--- config.mk ---
export PLATFORM = sky130hd
export DESIGN_NAME = wosf_seq
export DESIGN_NICKNAME = d
export VERILOG_FILES = /design/src/wosf_pkg.sv /design/src/wosf_seq.sv
export SDC_FILE = /design/constraint.sdc
export NUM_CORES = 1
export LEC_CHECK = 0
export ABC_CLOCK_PERIOD_IN_PS = 1800
export BUFFER_PORTS_ARGS = -buffer_cell sky130_fd_sc_hd__buf_2
export CORE_AREA = 2 2 39 41
export CTS_CLUSTER_DIAMETER = 50
export CTS_CLUSTER_SIZE = 16
export DETAILED_ROUTE_END_ITERATION = 10
export DIE_AREA = 0 0 41 43
export SKIP_CTS_REPAIR_TIMING = 1
export SLEW_MARGIN = 0
export SYNTH_ARGS = -nofsm -noshare
export SYNTH_HDL_FRONTEND = slang
export SYNTH_SLANG_ARGS = --single-unit
--- constraint.sdc ---
create_clock -name clk -period 1.8 [get_ports clk]
set_input_delay 0.27 -clock clk [delete_from_list [all_inputs] [get_ports clk]]
set_output_delay 0.27 -clock clk [all_outputs]
set_load 0.1 [all_outputs]
--- src/wosf_pkg.sv ---
package wosf_pkg;

    localparam int CFG_IDX_W  = 2;
    localparam int CFG_DATA_W = 24;

    // Register indexes on the configuration port
    localparam logic [CFG_IDX_W-1:0] CFG_WHEEL_RADIUS   = 2'd0;
    localparam logic [CFG_IDX_W-1:0] CFG_ANGLE_SCALE    = 2'd1;
    localparam logic [CFG_IDX_W-1:0] CFG_ALPHA_POSITION = 2'd2;
    localparam logic [CFG_IDX_W-1:0] CFG_ALPHA_VELOCITY = 2'd3;

    localparam logic [16:0] ALPHA_ONE = 17'h10000;

    // Shared multiplier widths: signed 34-bit operand times unsigned 24-bit operand
    localparam int MUL_A_W = 34;
    localparam int MUL_B_W = 24;
    localparam int PROD_W  = 59;
    localparam int RND_W   = 43;

    typedef struct packed {
        logic               req_type;
        logic signed [31:0] right_pos;
        logic signed [31:0] right_vel;
        logic signed [31:0] left_pos;
        logic signed [31:0] left_vel;
    } sample_t;

    typedef struct packed {
        logic signed [31:0] distance_estimate;
        logic signed [31:0] angle_estimate;
        logic signed [31:0] velocity_estimate;
        logic signed [31:0] turn_rate_estimate;
    } result_t;

    typedef struct packed {
        logic [15:0] radius;
        logic [23:0] angle_scale;
        logic [16:0] alpha_position;
        logic [16:0] alpha_velocity;
    } cfg_t;

    typedef enum logic [2:0] {
        ST_IDLE,
        ST_PREP,
        ST_RUN,
        ST_FLUSH,
        ST_DONE
    } seq_state_t;

    // Operations issued to the shared multiplier, in issue order
    typedef logic [2:0] op_t;
    localparam op_t OP_DIST_POS     = 3'd0;
    localparam op_t OP_ANGLE_POS    = 3'd1;
    localparam op_t OP_SMOOTH_DIST  = 3'd2;
    localparam op_t OP_SMOOTH_ANGLE = 3'd3;
    localparam op_t OP_DIST_VEL     = 3'd4;
    localparam op_t OP_ANGLE_VEL    = 3'd5;
    localparam op_t OP_SMOOTH_VEL   = 3'd6;
    localparam op_t OP_SMOOTH_TURN  = 3'd7;
    localparam op_t OP_LAST         = OP_SMOOTH_TURN;

    typedef struct packed {
        logic capture;
        logic clear;
        logic prep;
        logic issue;
        op_t  issue_op;
        logic post;
        op_t  post_op;
        logic load_out;
    } ctrl_t;

endpackage

--- src/wosf_seq.sv ---
module wosf_seq (
    input  logic            clk,
    input  logic            rst_n,
    input  logic            sample_valid,
    input  logic            req_type,
    input  logic            result_blocked,
    output logic            busy,
    output wosf_pkg::ctrl_t ctrl
);
    import wosf_pkg::*;

    seq_state_t state_reg;
    seq_state_t state_next;
    op_t        op_reg;
    op_t        op_next;
    logic       post_vld_reg;
    op_t        post_op_reg;
    logic       accept;

    assign accept = sample_valid && (state_reg == ST_IDLE);

    always_comb
    begin
        state_next = state_reg;
        op_next    = op_reg;
        case (state_reg)
            ST_IDLE:
            begin
                if (accept)
                    state_next = req_type ? ST_DONE : ST_PREP;
            end
            ST_PREP:
            begin
                state_next = ST_RUN;
                op_next    = OP_DIST_POS;
            end
            ST_RUN:
            begin
                op_next = op_reg + 3'd1;
                if (op_reg == OP_LAST)
                    state_next = ST_FLUSH;
            end
            ST_FLUSH:
                state_next = ST_DONE;
            ST_DONE:
            begin
                if (!result_blocked)
                    state_next = ST_IDLE;
            end
            default:
                state_next = ST_IDLE;
        endcase
    end

    always_comb
    begin
        busy          = (state_reg != ST_IDLE);
        ctrl.capture  = accept && !req_type;
        ctrl.clear    = accept && req_type;
        ctrl.prep     = (state_reg == ST_PREP);
        ctrl.issue    = (state_reg == ST_RUN);
        ctrl.issue_op = op_reg;
        ctrl.post     = post_vld_reg;
        ctrl.post_op  = post_op_reg;
        ctrl.load_out = (state_reg == ST_DONE) && !result_blocked;
    end

    always_ff @(posedge clk or negedge rst_n)
    begin
        if (!rst_n)
        begin
            state_reg    <= ST_IDLE;
            op_reg       <= OP_DIST_POS;
            post_vld_reg <= 1'b0;
            post_op_reg  <= OP_DIST_POS;
        end
        else
        begin
            state_reg    <= state_next;
            op_reg       <= op_next;
            post_vld_reg <= (state_reg == ST_RUN);
            post_op_reg  <= op_reg;
        end
    end

endmodule

### Word-level counts from Yosys, hierarchy flattened

Cells that the tools add are included.

* register bits: 10
* bits of input ports: 5
* output and inout bits: 13

* add/subtract/negate cells: 1
* equality and inequality tests: 8
* muxes and demuxes: 6
* reduce and logical (&&, ||, !) cells: 10

Operators by type and width (number)
* one-hot mux 3 bit (5 select lines): 1
* two-way mux 3 bit: 4
* == test 3 x 2 -> 1 bit, second input constant: 2
* == test 3 bit, second input constant: 2
* one-hot mux 3 bit (2 select lines): 1
* logical AND 1 bit: 4
* != test 2 bit, second input constant: 2
* adder 3 x 1 -> 3 bit, second input constant: 1
* == test 3 x 1 -> 1 bit, second input constant: 1
* zero test 3 bit: 1
* AND reduction 3 bit: 1
* nonzero test 3 bit: 1
* zero test 1 bit: 2
* != test 2 x 1 -> 1 bit, second input constant: 1
* nonzero test 2 bit: 1

### Depth between registers and ports, before layout

* depth in word-level cells: 4
* mapped depth: 4
* mapped depth without buffers: 4

### Worst setup path after synthesis

OpenSTA, ideal clock, no wires.

* path kind: reg-to-output
* start: reg state_reg[2]
* end: out ctrl[0] (netlist bit)
* arrival: 3757 ps
* required time: 1530 ps
* setup slack: -2227 ps
* cell stages (with the launch flop): 3
* buffers on the path: 1
* cell sequence: dfrtp_1 clkbuf_1 nor4b_1

RTL lines
* from (decl): line wosf_seq.sv:12 `seq_state_t state_reg;`
* from (signal assigned): line wosf_seq.sv:79 `state_reg <= state_next;`
* to (decl): line wosf_seq.sv:8 `output wosf_pkg::ctrl_t ctrl`

==> impl_metrics.toml <==
[layout]
area_growth_pct = 58.2
fillers = 119
seq_area_sq_um = 251
drive_gt1_frac = 0.455
multi_input_comb_area_sq_um = 246
nNetsFinal = 74
antennaDiodeCount = 0
final_cells = 82

[timing]
period_minus_slack_ns = 1.78
hold_violations = 0
rsz0062_at_grt = "true"
fin_crit_sh = 0.990
finalMaxSlewViolations = 0
max_freq_mhz = 561
worst_slew_pin_slew_ns = 0.484
relSlewSlack = 0.679
setup_slack_ns = 0.0179
fin_skew_ns = 0.00276
setup_viol = 0
fin_setup_tns_ns = 0

[drt]
dr.pass1.iters = 4
drc = 0
drtIter0Drc = 10
routed_via_density = 4.87
drtAntennaViolNets = 0
vias = 399
routed_wl_mm = 1.02
wire_per_inst_microns = 12.5

[synth]
synth_flop_cell = "dfrtp_1"
ys_top_cells_by_area = "dfrtp_1, nor3b_1, o311ai_0"
synth_area_leader_cell = "dfrtp_1"
synth_top_cells_by_count = "dfrtp_1, nor3b_1, nand3_1, o21ai_0, o311ai_0"
ys_async_sr_fraction = 1.00
synth_edf_count = 0
synth_cell_type_count = 20
yosysMostFrequentCell = "dfrtp_1"
synth_fp_nets = 52
yosysWarnings = 0
synth_top_area_share = 0.532
avgSynthCellArea_sq_um = 10.5
synthCells = 45
netlist_area_sq_um = 470
yosys_register_bits = 10
ys_seq_area_frac = 0.532

[critical_path]
critPathCaptureType = "output pin"
cp.required_ns = 1.53
ff2ff_path_depth = 4
crit_arrival_ns = 1.51
crit_type = "reg -> out"
worst_setup_path_start_kind = "flip-flop"
cp_max_fo = 3

[die]
dieArea_sq_um = 1760
rows = 14
io_pins = 18
die_w_microns = 41
fp.coreArea_sq_um = 1380
start_util = 0.340
die_h_microns = 43

[cts]
insertion_delay_ns = 0.26
root_buffer = "clkbuf_4"
numCtsBuffers = 3
clk_pin_slew_worst_paths_ns = 0.06
htreeDepth = 1
clock_path_buffers = 2
cts_tree = "done"
cts_sinks = 10

[flow_run]
maxCapViolations = 0

[hold_path]
hold_class = "in -> async"

[global_routing]
first_global_vias = 381
grt_pass1_wl_mm = 1.68
antenna_found_initial = 0
gr-total-overflow = 0
grt_use_total = 0.147
grt_max_degree = 14

[outcome]
status = "finished clean"

[placement]
numPortBuffers = 17
placed_cells = 77
finalWeightedCongestion = 0.796
place_ws_ns = 0.292
hpwl_microns = 747
layer usage:
layer | up-vias | routed length, microns | GRT usage
li1 | 200 | - | -
met1 | 189 | 463 | 0.189
met2 | 10 | 521 | 0.200
met3 | 0 | 39 | 0.0471
met4 | 0 | 0 | 0.100
met5 | - | 0 | 0
critical path, cell delays in order (launching register included):
cell     delay, ns
dfrtp_1       0.38
or3_4         0.42
nor3b_4       0.24
buf_12        0.21
cell usage in the layout (no fill, tap or decap), types with 3 or more instances in the layout:
master,count
nand3_1,3
dfrtp_1,9
buf_4,3
clkbuf_4,3
buf_2,12
buf_12,5
nor3b_4,3
o21ai_0,3
o311ai_0,3
cells by family (layout without fill, tap and decap cells):
kind of cell / Yosys count / count (layout) / share of synthesized area
and+or+nand+nor: 19 / 19 / 0.247
DFF: 10 / 10 / 0.532
AOI/OAI and AO/OA: 8 / 8 / 0.109
buffers and inverters: 6 / 27 / 0.0585
adders and majority gates: 2 / 2 / 0.0532
final cells by class:
cell class | count | area share
clock buffers | 4 | 0.0353
inverters | 2 | 0.0101
multi-input cells | 29 | 0.331
flip-flops and latches | 10 | 0.338
well taps | 16 | 0.0269
repair buffers | 21 | 0.259
worst paths after layout:
kind | start | endpoint | slack, ns
worst max-delay path | state_reg[0] | ctrl[11] | 0.02
max in group asynchronous | rst_n | op_reg[0] | 1.20
worst max register to register | op_reg[0] | op_reg[2] | 0.41
worst min register to register | op_reg[0] | post_op_reg[0] | 0.44
min in group clk | req_type | state_reg[0] | 0.40
worst min-delay path | rst_n | post_op_reg[0] | 0.40
per-stage QoR:
stage	util	hold slack (ns)	area, sq um
after floorplan	-	-0.0256	527
after global placement	0.512	0.138	708
after detailed placement	0.512	0.145	708
after CTS	0.531	-0.141	734
after global routing	0.538	0.412	744
final	0.538	0.395	744
Power is left out: the tool's default activity adds up to more than one toggle a clock period on the data nets, which glitch-free logic cannot reach.
