--- config.mk ---
export PLATFORM = sky130hd
export DESIGN_NAME = wosf_cfg_regs
export DESIGN_NICKNAME = d
export VERILOG_FILES = /design/src/wosf_pkg.sv /design/src/wosf_cfg_regs.sv
export SDC_FILE = /design/constraint.sdc
export NUM_CORES = 1
export LEC_CHECK = 0
export CORE_UTILIZATION = 61
export CTS_BUF_LIST = sky130_fd_sc_hd__clkbuf_8
export DETAILED_ROUTE_END_ITERATION = 10
export DONT_BUFFER_PORTS = 1
export GPL_ROUTABILITY_DRIVEN = 0
export PLACE_DENSITY_LB_ADDON = 0.1
export SETUP_SLACK_MARGIN = 0.15
export SLEW_MARGIN = 20
export SYNTH_ARGS = -nofsm -noshare
export SYNTH_HDL_FRONTEND = slang
export SYNTH_SLANG_ARGS = --single-unit
--- constraint.sdc ---
create_clock -name clk -period 1.8 [get_ports clk]
set_clock_uncertainty 0.2 [all_clocks]
set_input_delay 0 -clock clk [delete_from_list [all_inputs] [get_ports clk]]
set_output_delay 0 -clock clk [all_outputs]
set_load 0.01 [all_outputs]
--- src/wosf_pkg.sv ---
package wosf_pkg;

    localparam int CFG_IDX_W  = 2;
    localparam int CFG_DATA_W = 24;

    // Register indexes on the configuration port
    localparam logic [CFG_IDX_W-1:0] CFG_WHEEL_RADIUS   = 2'd0;
    localparam logic [CFG_IDX_W-1:0] CFG_ANGLE_SCALE    = 2'd1;
    localparam logic [CFG_IDX_W-1:0] CFG_ALPHA_POSITION = 2'd2;
    localparam logic [CFG_IDX_W-1:0] CFG_ALPHA_VELOCITY = 2'd3;

    localparam logic [16:0] ALPHA_ONE = 17'h10000;

    // Shared multiplier widths: signed 34-bit operand times unsigned 24-bit operand
    localparam int MUL_A_W = 34;
    localparam int MUL_B_W = 24;
    localparam int PROD_W  = 59;
    localparam int RND_W   = 43;

    typedef struct packed {
        logic               req_type;
        logic signed [31:0] right_pos;
        logic signed [31:0] right_vel;
        logic signed [31:0] left_pos;
        logic signed [31:0] left_vel;
    } sample_t;

    typedef struct packed {
        logic signed [31:0] distance_estimate;
        logic signed [31:0] angle_estimate;
        logic signed [31:0] velocity_estimate;
        logic signed [31:0] turn_rate_estimate;
    } result_t;

    typedef struct packed {
        logic [15:0] radius;
        logic [23:0] angle_scale;
        logic [16:0] alpha_position;
        logic [16:0] alpha_velocity;
    } cfg_t;

    typedef enum logic [2:0] {
        ST_IDLE,
        ST_PREP,
        ST_RUN,
        ST_FLUSH,
        ST_DONE
    } seq_state_t;

    // Operations issued to the shared multiplier, in issue order
    typedef logic [2:0] op_t;
    localparam op_t OP_DIST_POS     = 3'd0;
    localparam op_t OP_ANGLE_POS    = 3'd1;
    localparam op_t OP_SMOOTH_DIST  = 3'd2;
    localparam op_t OP_SMOOTH_ANGLE = 3'd3;
    localparam op_t OP_DIST_VEL     = 3'd4;
    localparam op_t OP_ANGLE_VEL    = 3'd5;
    localparam op_t OP_SMOOTH_VEL   = 3'd6;
    localparam op_t OP_SMOOTH_TURN  = 3'd7;
    localparam op_t OP_LAST         = OP_SMOOTH_TURN;

    typedef struct packed {
        logic capture;
        logic clear;
        logic prep;
        logic issue;
        op_t  issue_op;
        logic post;
        op_t  post_op;
        logic load_out;
    } ctrl_t;

endpackage

--- src/wosf_cfg_regs.sv ---
module wosf_cfg_regs (
    input  logic                             clk,
    input  logic                             rst_n,
    input  logic                             cfg_we,
    input  logic [wosf_pkg::CFG_IDX_W-1:0]   cfg_index,
    input  logic [wosf_pkg::CFG_DATA_W-1:0]  cfg_data,
    output wosf_pkg::cfg_t                   cfg
);
    import wosf_pkg::*;

    cfg_t        cfg_reg;
    logic [16:0] alpha_clamped;

    // Weights above one act as one
    assign alpha_clamped = (cfg_data[16] && (cfg_data[15:0] != 16'd0)) ? ALPHA_ONE
                                                                        : cfg_data[16:0];

    always_ff @(posedge clk or negedge rst_n)
    begin
        if (!rst_n)
        begin
            cfg_reg.radius         <= '0;
            cfg_reg.angle_scale    <= '0;
            cfg_reg.alpha_position <= ALPHA_ONE;
            cfg_reg.alpha_velocity <= ALPHA_ONE;
        end
        else if (cfg_we)
        begin
            case (cfg_index)
                CFG_WHEEL_RADIUS:   cfg_reg.radius         <= cfg_data[15:0];
                CFG_ANGLE_SCALE:    cfg_reg.angle_scale    <= cfg_data[23:0];
                CFG_ALPHA_POSITION: cfg_reg.alpha_position <= alpha_clamped;
                CFG_ALPHA_VELOCITY: cfg_reg.alpha_velocity <= alpha_clamped;
                default:            cfg_reg <= cfg_reg;
            endcase
        end
    end

    assign cfg = cfg_reg;

endmodule

### Word-level counts from Yosys, hierarchy flattened

Index checks and enable logic that the tools add are counted.

| storage, ports and cells | value |
|---|---|
| flip-flop bits (word level) | 74 |
| bits in latches | 0 |
| memory bits (writable) | 0 |
| bits in read-only memories | 0 |
| input port bits | 29 |
| output and inout bits | 74 |
| word-level logic and storage cells | 15 |
| memories kept | 0 |

| cells by class | value |
|---|---|
| add/sub/neg operators | 0 |
| $mul | 0 |
| div/mod/pow operators | 0 |
| order comparisons | 0 |
| eq/ne operators | 3 |
| shift operators | 0 |
| mux-type cells | 1 |
| bitwise logic cells | 0 |
| reductions and logical operators | 7 |

Operator list:

| cell | number |
|---|---|
| $mux 17 | 1 |
| $reduce_bool 16->1 | 1 |
| $reduce_and 2->1 | 4 |
| $eq 2x2->1 const B | 2 |
| $eq 2x1->1 const B | 1 |
| $logic_not 2->1 | 1 |
| $logic_and 1x1->1 | 1 |

### Depth between registers and ports, before layout

| logic depth | value |
|---|---|
| depth after elaboration | 3 |
| depth in mapped cells | 5 |
| gate-level depth less buffers | 3 |

### Worst setup path after synthesis

No wires, ideal clock.

| timing | value |
|---|---|
| path type | in2reg |
| start | input cfg_index[1] in the netlist's numbering |
| end | register cfg_reg (netlist bit cfg[58]) |
| setup time | 125 ps |
| arrival time | 829 ps |
| data required time | 1475 ps |
| slack | 646 ps |
| stages on the path | 3 |
| buffers on the path | 1 |
| path through | nor3b_4 > buf_6 > mux2_2 |

| between the ends | value |
|---|---|
| word-level cells in the longest chain between the ends | 2 |

RTL lines:

| item | line | text |
|---|---|---|
| start, declared | wosf_cfg_regs.sv:5 | `input logic [wosf_pkg::CFG_IDX_W-1:0] cfg_index,` |
| $logic_not 2->1 | wosf_cfg_regs.sv:29 | `case (cfg_index)` |
| $reduce_and 2->1 (no source line) | - |  |
| end signal, assigned | wosf_cfg_regs.sv:34 | `default: cfg_reg <= cfg_reg;` |
| end, declared | wosf_cfg_regs.sv:11 | `cfg_t cfg_reg;` |

Every way passes these cells.
A chain may end at the register's enable or synchronous reset.

### Final worst setup path

| timing | value |
|---|---|
| start | input cfg_index[0] in the netlist's numbering |
| end | register cfg_reg (netlist bit cfg[1]) |

| between the ends | value |
|---|---|
| word-level cells in the longest chain between the ends | 2 |

RTL lines:

| item | line |
|---|---|
| $eq 2x2->1 | wosf_cfg_regs.sv:29 |
| $reduce_and 2->1 (no source line) | - |

Every way passes these cells.

==> results.md <==
* Slew HR at 66.8%
* Largest net degree at the start of global routing at between 70 and 80
* WP data required at 1810 ps
* Met2 global-route usage at roughly 43%
* # placed instances at 267
* CP Class: in -> reg
* Clock sink count at 74
* Worst-margin pin slew at 496 ps
* Worst EP arrival at 1530 ps
* Antenna cell count at 0
* I/O Buffers at 0
* Synth Net Count at 234
* Fin crit period at approximately 1500 ps
* CP endpoint kind: flop
* Via count at between 1500 and 2000
* Drt drc at 0
* Worst Path Buf+Inv at 2
* Sum Neg Setup Slack at 0 ps
* Final WL at between 6 and 7 mm
* Antenna-violating nets left at 0
* Final hold violations at 74
* Area growth, synth to finish at 17.5%
* Setup repair after global routing missed its margin: false
* DRT iter0 DRCs at 69
* Avg Cell Area, Syn at 14.9 sq um
* Worst-path cell chain: dlygate4sd3_1 -> nand3_1 -> buf_4 -> nor2_4 -> a21oi_1
* Final Cycle Share at about 85%
* Clk slew on worst S/H paths at 80 ps
* I/O pins at 103
* Final number of setup-violating endpoints at 0
* Synth warn at 0
* Avg WL per Cell at 20.6 um
* Area occupied by multi-input gates at 1080 sq um
* Pre-CTS WS at 424 ps
* Violated checks: negative hold slack
* Setup ws final at 273 ps
* Vias in the first global route at 2014
* Static Leakage at 0.00173 uW
* Pwr dens at approximately 1200 nW/um^2
* Vias/cell at 5.92
* Root buf cell: clkbuf_8
* Worst-path maximum fanout at 18
* Register area at 1850 sq um
* Fmax at 0.655 GHz
* Fraction of layout cells with a size suffix above 1 at 30.6%
* Peak VDD IR at 773 uV
* Full die area at 5290 sq um
* Total CTS buffers at 9
* First-pass GRT wire length at 10.3 mm
* Core Region at 4750 sq um
* GRT Overall Usage at 26.6%
* H-tree levels at 3
* Register area share after synthesis at 60.8%
* Yosys reg bits at 74
* Critical path's slowest cell: dlygate4sd3_1
* Slew Viols, Final at 0
* CTS Hold Buffers Added at 27
* # rows at 25
* CTS tree: done
* Post-synth cell types at 19
* Hold Slack at -858 ps
* Critical Path Start Type: input port
* Post-CTS setup buffer count at 0
* Largest stage delay, worst path at 630 ps
* Starting Density at 64.1%
* Maxcap violations at 0
* CTS Buffer Depth at 2
* Largest register FFs at 74
* Die X at 72.7 um
* Die Height at between 70 and 80 um
* Hold crit path type: in -> async
* GR peak layer: met2
* Fill cells at 297
* CP top delay family: buffers and inverters
* Synthesized area at ~3000 sq um
* Total global routing overflow at 0
* Nets at 267
* Grt met1 use at 32.1%
* Worst skew pair latency at 340 ps
* DPL Wire Length at 4.06 mm
* Initial antenna violation count at 0
* Non-Filler Instances at 309
* Initial DRT Pass Iterations at 5
* Status: complete, but fails checks
* Met3 Use GR at 8.98%
* Post-synthesis cell count at 205
## kinds of logic (layout without fill, tap and decap cells)
group	count (synthesis)	count (layout)	share of synthesized area [%]
AOI/OAI and AO/OA	35	35	6.15
and+or+nand+nor	12	12	4.31
DFF	74	74	60.8
muxes	71	71	24.9
buffers and inverters	13	50	3.82
## cell usage in the layout (no fill, tap or decap), drive strengths merged
cell,count
nor2,2
o21ai,1
buf,7
a21o,2
nand4,1
mux2i,32
nand3b,2
clkbuf,10
mux2,39
a21oi,32
nor4,4
clkinvlp,1
dfstp,2
bufinv,3
nand2,1
inv,1
clkinv,1
nor3b,1
dlygate4sd3,27
nand3,1
dfrtp,72
## synthesized netlist by cell type
cell      instances  area (sq um)
a21o_1            2          15.0
nand3b_1          1          7.51
nand2_1           1          3.75
nand4_2           1          12.5
a21oi_2           2          17.5
nand3b_2          1          11.3
nand3_1           1          5.00
mux2_2           39           439
dfstp_2           2          52.6
a21oi_1          30           150
nor4_2            4          50.1
nor3b_4           1          18.8
buf_4             6          45.0
dfrtp_1          72          1800
mux2i_1          32           320
o21ai_0           1          5.00
buf_6             6          67.6
nor2_4            2          22.5
inv_1             1          3.75
## final timing paths
kind                                       end           startpoint  cells past startpoint  slack, ps
max                         cfg[1]$_DFFE_PN0P_         cfg_index[0]                      5        270
min                         cfg[4]$_DFFE_PN0P_                rst_n                      0       -860
max reg2reg                cfg[66]$_DFFE_PN0P_  cfg[66]$_DFFE_PN0P_                      1        780
min reg2reg                cfg[16]$_DFFE_PN1P_  cfg[16]$_DFFE_PN1P_                      1        340
max in group asynchronous  cfg[33]$_DFFE_PN1P_                rst_n                      0       2060
min in group clk           cfg[50]$_DFFE_PN0P_         cfg_index[1]                      3         50
## per-stage QoR
step / power (uW) / cell area (sq um) / util, %
global route: 4530 / 3580 / 75.4
floorplan: 2630 / 3050 / -
detailed placement: 2750 / 3070 / 64.6
global placement: 2710 / 3070 / 64.6
CTS: 4350 / 3580 / 75.4
finish: 4330 / 3580 / 75.4
## layer usage
metal | wire length, um | share of wire [%]
met1 | 2540 | 40
met2 | 3240 | 51
met3 | 488 | 7.7
met4 | 108 | 1.7
met5 | 0 | 0
## area by class of cell
cell class,instances,share of cell area [%]
clock buffer,10,3.84
sequential,74,51.7
multi-input combinational,118,30.1
clock inverter,5,2.86
tap,67,2.34
inverter,1,0.105
timing repair buffer,34,9.01
## what timing repair did
item | in CTS | in global routing
resized for setup | 0 | 0
endpoints found under the hold margin | 148 | 74
setup endpoints to repair | 0 | 0
## power by group
part | switching, uW | leakage (uW) | internal [uW]
logic | 189 | 0.000711 | 269
registers | 367 | 0.000897 | 1970
clock network | 589 | 0.000118 | 948
total | 1140 | 0.00173 | 3190
Power figures use the tool's default switching activity.
